## src/design/nmea_gga_rmc_time_sat_parser_macros.svh

```systemverilog
// Assertion macros for the NMEA time and satellite parser.
// Used by the top level; expects clk and rst_n in scope.
`ifndef NMEA_GGA_RMC_TIME_SAT_PARSER_MACROS_SVH
`define NMEA_GGA_RMC_TIME_SAT_PARSER_MACROS_SVH

// Same-cycle implication, checked out of reset.
`define NGR_ASSERT_NOW(label, ante, cons, msg) \
  label: assert property (@(posedge clk) disable iff (!rst_n) (ante) |-> (cons)) \
    else $error(msg);

// Next-cycle implication, checked out of reset.
`define NGR_ASSERT_NEXT(label, ante, cons, msg) \
  label: assert property (@(posedge clk) disable iff (!rst_n) (ante) |=> (cons)) \
    else $error(msg);

`endif

```

## src/design/ngr_pkg.sv

```systemverilog
// Shared types, constants and helpers for the NMEA time and satellite parser.
// No dependencies.
package ngr_pkg;

  typedef enum logic [1:0] {
    KIND_NONE = 2'd0,
    KIND_GGA  = 2'd1,
    KIND_RMC  = 2'd2,
    KIND_BOTH = 2'd3
  } line_kind_t;

  localparam logic [2:0] HDR_LEN    = 3'd6;
  localparam logic [2:0] BUF_DEPTH  = 3'd6;
  localparam logic [3:0] CNT_MAX    = 4'd15;
  localparam logic [4:0] FIELD_NONE = 5'd31;
  localparam logic [4:0] FIELD_SATS = 5'd7;
  localparam logic [4:0] FIELD_TIME = 5'd1;
  localparam logic [4:0] FIELD_DATE = 5'd9;

  localparam logic [7:0] CHAR_COMMA = 8'h2C;
  localparam logic [7:0] CHAR_STAR  = 8'h2A;
  localparam logic [7:0] CHAR_ZERO  = 8'h30;

  localparam logic [7:0] RST_YEAR   = 8'd18;
  localparam logic [7:0] RST_MONTH  = 8'd6;
  localparam logic [7:0] RST_DAY    = 8'd1;
  localparam logic [7:0] RST_HOUR   = 8'd18;
  localparam logic [7:0] RST_MINUTE = 8'd30;
  localparam logic [7:0] RST_SECOND = 8'd0;
  localparam logic [7:0] RST_PREV_SATS = 8'hFF;

  typedef struct packed {
    logic [7:0] char_in;
    logic       line_end;
  } in_item_t;

  typedef struct packed {
    logic [1:0] sentence_kind;
    logic [7:0] satellites;
    logic       satellites_new;
    logic       time_update;
    logic [7:0] hour;
    logic [7:0] minute;
    logic [7:0] second;
    logic [7:0] day;
    logic [7:0] month;
    logic [7:0] year;
  } out_item_t;

  // load strobe and payload handed to the output register
  typedef struct packed {
    logic      load;
    out_item_t item;
  } res_load_t;

  function automatic logic [7:0] hdr_gga_char(input logic [2:0] pos);
    logic [7:0] c;
    case (pos)
      3'd0: c = "$";
      3'd1: c = "G";
      3'd2: c = "N";
      3'd3: c = "G";
      3'd4: c = "G";
      3'd5: c = "A";
      default: c = 8'h00;
    endcase
    return c;
  endfunction

  function automatic logic [7:0] hdr_rmc_char(input logic [2:0] pos);
    logic [7:0] c;
    case (pos)
      3'd0: c = "$";
      3'd1: c = "G";
      3'd2: c = "N";
      3'd3: c = "R";
      3'd4: c = "M";
      3'd5: c = "C";
      default: c = 8'h00;
    endcase
    return c;
  endfunction

  // (hi-'0')*10 + (lo-'0'), all mod 256
  function automatic logic [7:0] pair_value(input logic [7:0] hi, input logic [7:0] lo);
    logic [7:0] h;
    logic [7:0] l;
    h = hi - CHAR_ZERO;
    l = lo - CHAR_ZERO;
    return {h[4:0], 3'b000} + {h[6:0], 1'b0} + l;
  endfunction

endpackage

```

## src/design/nmea_gga_rmc_time_sat_parser.sv

```systemverilog
// NMEA GGA/RMC parser, top level: input register, parse core, result register.
// Depends on ngr_pkg, ngr_parse_core, ngr_out_stage and the assertion macros header.
//
// Takes one character of an NMEA sentence line per item (char_in, with line_end on the
// last character) and, on each line end, returns one result item carrying the sentence
// kind ($GNGGA, $GNRMC or other), the latest satellite count with its changed-since-
// last-report flag, the stored hour/minute/second/day/month/year, and time_update when
// an RMC line carried both time and date. Lines without line_end produce no result.
// Rate: one item per cycle while the result register is not stalled. A line-end item
// passes the input register, then the character update into the result register.
// The only stall source is the result register: when a result is held and out_ready
// is low, the parse core stops and the input register fills, then in_ready drops.
// Fields are located by comma count; only the first six characters of a field are
// kept, an asterisk ends field parsing for the rest of the line, and digit pairs are
// evaluated in 8-bit wraparound arithmetic. No configuration, no clearing pass: after
// reset the block is ready at once.
`include "nmea_gga_rmc_time_sat_parser_macros.svh"

module nmea_gga_rmc_time_sat_parser
  import ngr_pkg::*;
(
  input  logic      clk,
  input  logic      rst_n,
  input  logic      in_valid,
  output logic      in_ready,
  input  in_item_t  in_data,
  output logic      out_valid,
  input  logic      out_ready,
  output out_item_t out_data
);

  // input register
  logic     s1_valid_r, s1_valid_nxt;
  in_item_t s1_data_r;

  logic      can_load;  // result register can take a result this cycle
  logic      step;      // core consumes the held character
  res_load_t core_res;
  res_load_t load_req;

  assign step     = s1_valid_r && can_load;
  assign in_ready = !s1_valid_r || can_load;

  always_comb begin
    s1_valid_nxt = s1_valid_r;
    if (step) s1_valid_nxt = 1'b0;
    if (in_valid && in_ready) s1_valid_nxt = 1'b1;
  end

  always_ff @(posedge clk) begin
    if (!rst_n) begin
      s1_valid_r <= 1'b0;
    end else begin
      s1_valid_r <= s1_valid_nxt;
    end
  end

  always_ff @(posedge clk) begin
    if (in_valid && in_ready) begin
      s1_data_r <= in_data;
    end
  end

  ngr_parse_core u_core (
    .clk     (clk),
    .rst_n   (rst_n),
    .step_en (step),
    .item    (s1_data_r),
    .res     (core_res)
  );

  // only a stepped line-end character loads a result
  always_comb begin
    load_req      = core_res;
    load_req.load = core_res.load && step;
  end

  ngr_out_stage u_out (
    .clk       (clk),
    .rst_n     (rst_n),
    .res       (load_req),
    .can_load  (can_load),
    .out_valid (out_valid),
    .out_ready (out_ready),
    .out_data  (out_data)
  );

  // a processed line end always shows up as a result next cycle
  `NGR_ASSERT_NEXT(a_line_end_result, step && s1_data_r.line_end, out_valid, "line end lost")
  // input side only backs up behind a stalled result
  `NGR_ASSERT_NOW(a_stall_cause, !in_ready, s1_valid_r && out_valid && !out_ready, "bad stall")
  // time update only reported on a recognized RMC line
  `NGR_ASSERT_NOW(a_time_rmc, out_valid && out_data.time_update,
                  out_data.sentence_kind == KIND_RMC, "time_update on non-RMC line")

endmodule

```

## src/design/ngr_parse_core.sv

```systemverilog
// Per-character parse state and update logic for the NMEA parser.
// Depends on ngr_pkg.
module ngr_parse_core
  import ngr_pkg::*;
(
  input  logic      clk,
  input  logic      rst_n,
  input  logic      step_en,
  input  in_item_t  item,
  output res_load_t res
);

  logic [2:0]      hdr_pos_r, hdr_pos_nxt;
  line_kind_t      kind_r, kind_nxt;
  logic [4:0]      field_r, field_nxt;
  logic [3:0]      cnt_r, cnt_nxt;
  logic [5:0][7:0] buf_r, buf_nxt;
  logic            time_seen_r, time_seen_nxt;
  logic            date_seen_r, date_seen_nxt;
  logic            count_seen_r, count_seen_nxt;
  logic [7:0]      sats_r, sats_nxt;
  logic [7:0]      prev_sats_r, prev_sats_nxt;
  logic            pending_r, pending_nxt;
  logic [7:0]      hour_r, hour_nxt, minute_r, minute_nxt, second_r, second_nxt;
  logic [7:0]      day_r, day_nxt, month_r, month_nxt, year_r, year_nxt;

  always_comb begin
    logic            hdr_phase;
    logic [1:0]      match_kind;
    logic            field_act;
    logic            is_sep;
    logic            ordinary;
    logic [3:0]      cntw;
    logic [5:0][7:0] bufw;
    logic            close_en;
    logic            close_hit;
    logic [7:0]      p0, p1, p2;
    logic            active;
    logic [7:0]      c;

    c          = item.char_in;
    hdr_phase  = hdr_pos_r < HDR_LEN;
    match_kind = (hdr_pos_r == 3'd0) ? 2'b11 : kind_r;
    field_act  = !hdr_phase && (kind_r == KIND_GGA || kind_r == KIND_RMC)
                 && (field_r != FIELD_NONE);
    is_sep     = (c == CHAR_COMMA) || (c == CHAR_STAR);
    ordinary   = field_act && !is_sep;

    cntw = cnt_r;
    bufw = buf_r;
    if (ordinary) begin
      if (cnt_r < CNT_MAX) cntw = cnt_r + 4'd1;
      if (cnt_r < {1'b0, BUF_DEPTH}) bufw[cnt_r[2:0]] = c;
    end

    // one close at most per item: a separator, or the end of the line
    close_en  = field_act && (is_sep || item.line_end);
    close_hit = close_en && (cntw != 4'd0);
    p0 = pair_value(bufw[0], bufw[1]);
    p1 = pair_value(bufw[2], bufw[3]);
    p2 = pair_value(bufw[4], bufw[5]);

    hdr_pos_nxt    = hdr_pos_r;
    kind_nxt       = kind_r;
    field_nxt      = field_r;
    cnt_nxt        = cntw;
    buf_nxt        = bufw;
    time_seen_nxt  = time_seen_r;
    date_seen_nxt  = date_seen_r;
    count_seen_nxt = count_seen_r;
    sats_nxt       = sats_r;
    prev_sats_nxt  = prev_sats_r;
    pending_nxt    = pending_r;
    hour_nxt       = hour_r;
    minute_nxt     = minute_r;
    second_nxt     = second_r;
    day_nxt        = day_r;
    month_nxt      = month_r;
    year_nxt       = year_r;

    if (hdr_phase) begin
      hdr_pos_nxt = hdr_pos_r + 3'd1;
      kind_nxt = line_kind_t'({match_kind[1] && (c == hdr_rmc_char(hdr_pos_r)),
                               match_kind[0] && (c == hdr_gga_char(hdr_pos_r))});
    end

    if (field_act && c == CHAR_COMMA && field_r < FIELD_NONE) field_nxt = field_r + 5'd1;
    if (field_act && c == CHAR_STAR) field_nxt = FIELD_NONE;

    if (close_hit) begin
      if (kind_r == KIND_GGA && field_r == FIELD_SATS) begin
        count_seen_nxt = 1'b1;
        sats_nxt = p0;
        if (prev_sats_r != p0) begin
          prev_sats_nxt = p0;
          pending_nxt   = 1'b1;
        end
      end else if (kind_r == KIND_RMC && field_r == FIELD_TIME) begin
        time_seen_nxt = 1'b1;
        hour_nxt      = p0;
        minute_nxt    = p1;
        second_nxt    = p2;
      end else if (kind_r == KIND_RMC && field_r == FIELD_DATE) begin
        date_seen_nxt = 1'b1;
        day_nxt       = p0;
        month_nxt     = p1;
        year_nxt      = p2;
      end
    end
    if (close_en) begin
      cnt_nxt = 4'd0;
      buf_nxt = '0;
    end

    active = (hdr_pos_nxt == HDR_LEN) && (kind_nxt == KIND_GGA || kind_nxt == KIND_RMC);
    res.load                = item.line_end;
    res.item.sentence_kind  = active ? kind_nxt : KIND_NONE;
    res.item.satellites     = sats_nxt;
    res.item.satellites_new = pending_nxt;
    res.item.time_update    = active && kind_nxt == KIND_RMC && time_seen_nxt && date_seen_nxt;
    res.item.hour           = hour_nxt;
    res.item.minute         = minute_nxt;
    res.item.second         = second_nxt;
    res.item.day            = day_nxt;
    res.item.month          = month_nxt;
    res.item.year           = year_nxt;

    // end of line: report, then start the next line clean
    if (item.line_end) begin
      pending_nxt    = 1'b0;
      hdr_pos_nxt    = 3'd0;
      kind_nxt       = KIND_NONE;
      field_nxt      = 5'd0;
      time_seen_nxt  = 1'b0;
      date_seen_nxt  = 1'b0;
      count_seen_nxt = 1'b0;
      cnt_nxt        = 4'd0;
      buf_nxt        = '0;
    end
  end

  always_ff @(posedge clk) begin
    if (!rst_n) begin
      hdr_pos_r    <= 3'd0;
      kind_r       <= KIND_NONE;
      field_r      <= 5'd0;
      cnt_r        <= 4'd0;
      buf_r        <= '0;
      time_seen_r  <= 1'b0;
      date_seen_r  <= 1'b0;
      count_seen_r <= 1'b0;
      sats_r       <= 8'd0;
      prev_sats_r  <= RST_PREV_SATS;
      pending_r    <= 1'b1;
      hour_r       <= RST_HOUR;
      minute_r     <= RST_MINUTE;
      second_r     <= RST_SECOND;
      day_r        <= RST_DAY;
      month_r      <= RST_MONTH;
      year_r       <= RST_YEAR;
    end else if (step_en) begin
      hdr_pos_r    <= hdr_pos_nxt;
      kind_r       <= kind_nxt;
      field_r      <= field_nxt;
      cnt_r        <= cnt_nxt;
      buf_r        <= buf_nxt;
      time_seen_r  <= time_seen_nxt;
      date_seen_r  <= date_seen_nxt;
      count_seen_r <= count_seen_nxt;
      sats_r       <= sats_nxt;
      prev_sats_r  <= prev_sats_nxt;
      pending_r    <= pending_nxt;
      hour_r       <= hour_nxt;
      minute_r     <= minute_nxt;
      second_r     <= second_nxt;
      day_r        <= day_nxt;
      month_r      <= month_nxt;
      year_r       <= year_nxt;
    end
  end

endmodule

```

## src/design/ngr_out_stage.sv

```systemverilog
// Result register with valid/ready handshake for the NMEA parser.
// Depends on ngr_pkg.
module ngr_out_stage
  import ngr_pkg::*;
(
  input  logic      clk,
  input  logic      rst_n,
  input  res_load_t res,
  output logic      can_load,
  output logic      out_valid,
  input  logic      out_ready,
  output out_item_t out_data
);

  logic      valid_r, valid_nxt;
  out_item_t data_r;

  assign can_load = !valid_r || out_ready;

  always_comb begin
    valid_nxt = valid_r;
    if (out_ready) valid_nxt = 1'b0;
    if (res.load && can_load) valid_nxt = 1'b1;
  end

  always_ff @(posedge clk) begin
    if (!rst_n) begin
      valid_r <= 1'b0;
    end else begin
      valid_r <= valid_nxt;
    end
  end

  always_ff @(posedge clk) begin
    if (res.load && can_load) begin
      data_r <= res.item;
    end
  end

  assign out_valid = valid_r;
  assign out_data  = data_r;

endmodule
```

## config.mk

```make
export PLATFORM = sky130hd
export DESIGN_NAME = nmea_gga_rmc_time_sat_parser
export DESIGN_NICKNAME = d
export VERILOG_FILES = /design/src/design/ngr_pkg.sv /design/src/design/nmea_gga_rmc_time_sat_parser.sv /design/src/design/ngr_parse_core.sv /design/src/design/ngr_out_stage.sv
export VERILOG_INCLUDE_DIRS = /design/src /design/src/design
export SDC_FILE = /design/constraint.sdc
export NUM_CORES = 1
export LEC_CHECK = 0
export ABC_AREA = 1
export BUFFER_PORTS_ARGS = -buffer_cell sky130_fd_sc_hd__buf_2
export CORE_ASPECT_RATIO = 0.5
export CORE_MARGIN = 3
export CORE_UTILIZATION = 60
export CTS_CLUSTER_DIAMETER = 50
export DETAILED_ROUTE_END_ITERATION = 12
export MAX_ROUTING_LAYER = met4
export PLACE_DENSITY = 0.81
export SLEW_MARGIN = 20
export SYNTH_ARGS = -nofsm -noshare
export SYNTH_HDL_FRONTEND = slang
export SYNTH_SLANG_ARGS = --single-unit
```

## constraint.sdc

```tcl
create_clock -name clk -period 5.5 [get_ports clk]
set_clock_uncertainty 0.15 [all_clocks]
set_input_delay 1.1 -clock clk [delete_from_list [all_inputs] [get_ports clk]]
set_output_delay 1.1 -clock clk [all_outputs]
set_load 0.03 [all_outputs]
```

# --- Word level (Yosys, flattened, before mapping) ---
# Index checks and enable logic that the tools add are counted.
totals:
  reg_bits: 200
  latch_bits: 0
  ramBits: 0
  romBits: 0
  inputBits: 13
  output_inout_bits: 62
  word_cells: 178
  mem_count: 0
op_classes:
  n_addsub: 15
  n_mul: 0
  n_div: 0
  n_lt_le_gt_ge: 6
  n_eq_ne: 19
  shift: 0
  muxes: 63
  n_bitwise: 0
  n_reduce_logical: 40
ops:
  columns: ["op", "count"]
  rows:
  - ["2-to-1 mux 8 bit", 26]
  - ["2-to-1 mux 48 bit", 4]
  - ["adder 8 bit", 6]
  - ["bitwise mux 48 bit", 1]
  - ["one-hot mux 7 bit (6 select lines)", 1]
  - ["one-hot mux 7 bit (4 select lines)", 1]
  - ["demux 8 bit (select 3 bit)", 1]
  - ["subtractor 8 x 6 -> 8 bit, second input constant", 3]
  - ["logical AND 1 bit", 22]
  - ["subtractor 7 x 6 -> 7 bit, second input constant", 3]
  - ["2-to-1 mux 1 bit", 17]
  - ["equality test 8 x 6 -> 1 bit, second input constant", 2]
  - ["equality test 8 bit", 2]
  - ["2-to-1 mux 4 bit", 4]
  - ["2-to-1 mux 5 bit", 3]
  - ["equality test 3 bit, second input constant", 3]
  - ["!= test 8 bit", 1]
  - ["equality test 3 x 2 -> 1 bit, second input constant", 2]
  - ["logical OR 1 bit", 6]
  - ["2-to-1 mux 2 bit", 3]
  - ["2-to-1 mux 3 bit", 2]
  - ["adder 5 x 1 -> 5 bit, second input constant", 1]
  - ["equality test 5 x 1 -> 1 bit, second input constant", 1]
  - ["equality test 5 x 3 -> 1 bit, second input constant", 1]
  - ["21 further kinds", 27]

# --- Depth between registers and ports, before layout ---
depth:
  word_depth: 15
  mapped_depth: 30
  ltp_nobuf: 29

# --- Modules after synthesis ---
# Synthesis repeated with hierarchy kept, for this count alone.
unflattened:
  hier_cells: 1280
  area_unflattened_um2: 10341.2
modules_own_cells:
  columns: ["module", "n_inst", "cells_each", "area_each_um2", "seq_area_each_um2"]
  rows:
  - ["ngr_parse_core", 1, 1193, 8151.6, 2522.4]
  - ["ngr_out_stage", 1, 67, 1853.0, 1821.7]
  - ["nmea_gga_rmc_time_sat_parser", 1, 20, 336.6, 290.3]

# --- Least setup slack after synthesis ---
# OpenSTA, ideal clock, no wires.
synth_path:
  path_type: "flip-flop to flip-flop"
  startpoint: "register u_core.field_r[0]"
  endpoint: "register u_core.pending_r"
  setup_ns: 0.126
  arrival_ns: 4.540
  required_time_ns: 5.224
  path_slack_ns: 0.684
  path_stages_with_launch: 26
  n_path_buf: 1
  period_less_slack_ns: 4.816
  cell_sequence: "dfxtp_1 -> ha_1 -> nand2_1 -> nor2_1 -> ha_1 -> nor3_4 -> inv_2 -> nor2_2 -> buf_6 -> nand4_1 -> mux2i_1 -> fa_1 -> inv_1 -> ha_1 -> ha_1 -> fa_1 -> xnor2_1 -> nand4_1 -> nor3_1 -> nand2_1 -> nor2_1 -> nand3_4 -> nand3_4 -> nand2_1 -> nand2_1 -> nand2_1"
synth_between:
  elab_chain_len: 12
  elab_cells_between_ends: 19
  cone_classes: "add/sub (4); eq/ne (3); mux (6); reduce/logical (6)"
synth_lines:
  columns: ["element", "line_no", "source"]
  rows:
  - ["start, declared", "ngr_parse_core.sv:15", "logic [4:0] field_r, field_nxt;"]
  - ["start signal, assigned", "ngr_parse_core.sv:164", "field_r <= field_nxt;"]
  - ["!= test 5 bit", "ngr_parse_core.sv:45", "&& (field_r != FIELD_NONE);"]
  - ["logical AND 1 bit", "ngr_parse_core.sv:45", null]
  - ["logical AND 1 bit", "ngr_parse_core.sv:47", "ordinary = field_act && !is_sep;"]
  - ["2-to-1 mux 48 bit", "ngr_parse_core.sv:51", "if (ordinary) begin"]
  - ["subtractor 7 x 6 -> 7 bit", "ngr_pkg.sv:88", "h = hi - CHAR_ZERO;"]
  - ["adder 8 bit (2 in a row)", "ngr_pkg.sv:90", "return {h[4:0], 3'b000} + {h[6:0], 1'b0} + l;"]
  - ["!= test 8 bit", "ngr_parse_core.sv:94", "if (prev_sats_r != p0) begin"]
  - ["2-to-1 mux 1 bit", "ngr_parse_core.sv:94", null]
  - ["2-to-1 mux 1 bit", "ngr_parse_core.sv:91", "if (kind_r == KIND_GGA && field_r == FIELD_SATS) begin"]
  - ["2-to-1 mux 1 bit *", "ngr_parse_core.sv:90", "if (close_hit) begin"]
  - ["2-to-1 mux 1 bit *", "ngr_parse_core.sv:129", "if (item.line_end) begin"]
  - ["end signal, assigned", "ngr_parse_core.sv:172", "pending_r <= pending_nxt;"]
  - ["end, declared", "ngr_parse_core.sv:23", "logic pending_r, pending_nxt;"]
# Mark *: on every way between the ends. The rest lies on a longest branch, timed or not.
# A chain may end at the register's enable or synchronous reset.

# --- Worst setup path in the final report ---
# Ends and elaborated chain as after synthesis.

==> reports/qor.yml <==
critical_path_class: "flop to flop"
setup_viol: 0
cts_tree: "yes"
area_growth_pct: 10.2
post-route-util_pct: 69.1
dieArea_um2: 19200
antenna_found_initial: 0
start_util_pct: 62.7
p_per_area_nw_per_um2: 264
grt_pass1_wl_um: 40900
insertion_delay_ns: 0.44
io_buffers: 74
drt_first_iter_violations: 835
dp_hpwl_um: 17300
cp_max_fo: 10
critPathLaunchType: "flop"
cp_cell_sequence: "ha_1, nand2_1, nor2_1, ha_1, nor3_4, nand4_1, buf_4, o21a_1, fa_1, inv_1, ha_1, ha_1, fa_1, xnor2_1, nand4_1, nor3_1, nand2_1, nor2_1, nand3_4, nand3_4, nand2_1, nand2_1, nand2_1"
multiInputGateArea_um2: 4920
rows: 33
avgSynthCellArea_um2: 8.19
synth_top_cells_by_count: "nand2_1, inv_1, nor2_1, dfxtp_1, a21oi_1"
worst_ep_required_time_ns: 5.68
slew_headroom_pct: 36.9
max_cap_violations: 0
synth-edff-count: 69
synthesis.nets: 1358
ctsHoldBuffers: 0
status: "completed"
crit_family: "adder cells"
post-synth-top-count-cell: "nand2_1"
setup_tns_ns: 0
final-seq-area_um2: 4630
regToRegSetupSlack_ns: 0.44
worst-path-buf-inv: 2
chipWidth_um: 193
synthCells: 1282
post_dp_cell_area_um2: 11000
synth-main-ff-cell: "dfxtp_1"
synth.distinct_cells: 45
vias_per_cell: 5.55
wl_per_cell_um: 15.9
grt_pass1_vias: 8299
syn_area_um2: 10500
grt_usage_pct: 27.8
hp-start: "u_core.hour_r[1]"
layout-drive-gt1-share_pct: 14.5
pin_count: 75
regToRegStartpoint: "u_core.field_r[0]"
routed_wl_um: 25000
grt_max_degree: 69
p_leak_nw: 5.46
stdcell_area_um2: 11600
worst_pin_slew_ns: 0.946
rsz0062_at_grt: "false"
synth_area_leaders: "dfxtp_1, edfxtp_1, nand2_1"
yosysTopAreaCell: "dfxtp_1"
min_path_type: "flop to flop"
critPathArrivalTime_ns: 5.24
dr.pass1.iters: 6
htree_num_levels: 4
ys_seq_area_share_pct: 44.1
fin_crit_sh_pct: 92.1
slowest_delay_ns: 0.61
path_clk_slew_ns: 0.08
end_kind: "flop"
yosys.area.top_type_share_pct: 24.4
cts_buffers: 17
hold_violations: 0
ir_drop_mv: 0.228
ys_warn_count: 0
crit_path_start: "u_core.field_r[0]"
finalCriticalPeriod_ns: 5.06
clock_path_buffers: 2
cts-root-buf: "clkbuf_16"
clock.fmax_mhz: 198
diodes: 0
vias: 8743
slowest_stage: "fa_1"
drc: 0
core_um2: 16800
die_y_um: 99.6
overflow: 0
path_common_cell: "nand2_1"
synth_seq_cells: 197
fillers: 1315
postRouteAntennaNets: 0
async_reset_ff_share_pct: 0
gp_congestion: 0.932
fin_nets: 1411
maxSlewViolCount: 0
cts.sinks: 197
[cell families (layout without fill, tap and decap cells)]
| family | after synthesis | in the layout | synth area share [%] |
|---|---|---|---|
| AO/OA/AOI/OAI | 235 | 235 | 13.7 |
| XOR/XNOR | 29 | 29 | 2.42 |
| adder cells (fa/ha/maj) | 63 | 63 | 8.58 |
| buffers and inverters | 230 | 296 | 9.35 |
| flip-flops | 197 | 197 | 44.1 |
| multiplexers | 6 | 6 | 0.572 |
| AND/OR/NAND/NOR | 522 | 522 | 21.3 |
[where the power goes]
part	switching, W	total, W	leakage [nW]	internal (W)
Clock	0.000591	0.00125	0.286	0.000654
Combinational	0.000166	0.000231	3.48	0.0000652
Sequential	0.0000239	0.00158	1.70	0.00156
Total	0.000781	0.00306	5.46	0.00228
[worst reg2reg max path, cell delays in order, from the launching register on]
cell	delay, ns
dfxtp_1	0.35
ha_1	0.22
nand2_1	0.08
nor2_1	0.05
ha_1	0.20
nor3_4	0.20
nand4_1	0.29
buf_4	0.24
o21a_1	0.20
fa_1	0.51
inv_1	0.04
ha_1	0.30
ha_1	0.24
fa_1	0.61
xnor2_1	0.15
nand4_1	0.13
nor3_1	0.22
nand2_1	0.08
nor2_1	0.19
nand3_4	0.17
nand3_4	0.14
nand2_1	0.08
nand2_1	0.07
nand2_1	0.05
[state kept, by name, summed over array words and instances (netlist names), 8 cells and up]
register            flops
u_core.minute_r         8
u_core.second_r         8
u_out.out_data         60
s1_data_r               9
u_core.month_r          8
u_core.year_r           8
u_core.prev_sats_r      8
u_core.sats_r           8
u_core.hour_r           8
u_core.day_r            8
u_core.buf_r           45
[stage by stage]
step,hold WS (ns),total power (W),worst slack (ns),std cells
floorplan,0.287,0.00178,0.684,1282
global route,0.344,0.00317,0.0154,1575
finish,0.325,0.00306,0.437,1575
CTS,0.324,0.00307,0.315,1572
detailed placement,0.303,0.00184,0.332,1540
global placement,0.299,0.00183,0.549,1540
[cell usage in the layout, fill, tap and decap left out, types with 38 or more instances in the layout]
cell and n:
inv_1 165, dfxtp_1 128, a21oi_1 73, nand2_1 266, edfxtp_1 69, nand3_1 46, o21ai_1 45, buf_2 74
ha_1 48, o21ai_2 38, nor2_1 157
[final cells by class]
cell class,count,area share (%)
timing repair buffer,87,4.04
inverter,177,5.95
clock buffer,19,3.82
sequential,197,40.0
clock inverter,13,1.23
multi-input combinational,855,42.5
tap,227,2.45
[per-layer routing]
metal	global-route usage [%]	wire length, µm	up-vias
met5	-	0	-
met4	8.11	414	0
met3	6.58	2420	34
met2	42.1	11200	387
met1	37.3	10900	4052
li1	-	-	4270
[worst paths after layout]
check	endpoint	cells past startpoint
max	u_core.pending_r	23
min	u_core.hour_r[1]	2
max reg2reg	u_core.pending_r	23
min reg2reg	u_core.hour_r[1]	2
[what timing repair did]
item	in CTS	in global routing
setup endpoints to repair	0	12
setup buffers	0	3
resized for setup	0	3
Note: power is estimated with default switching activity, not from simulation.
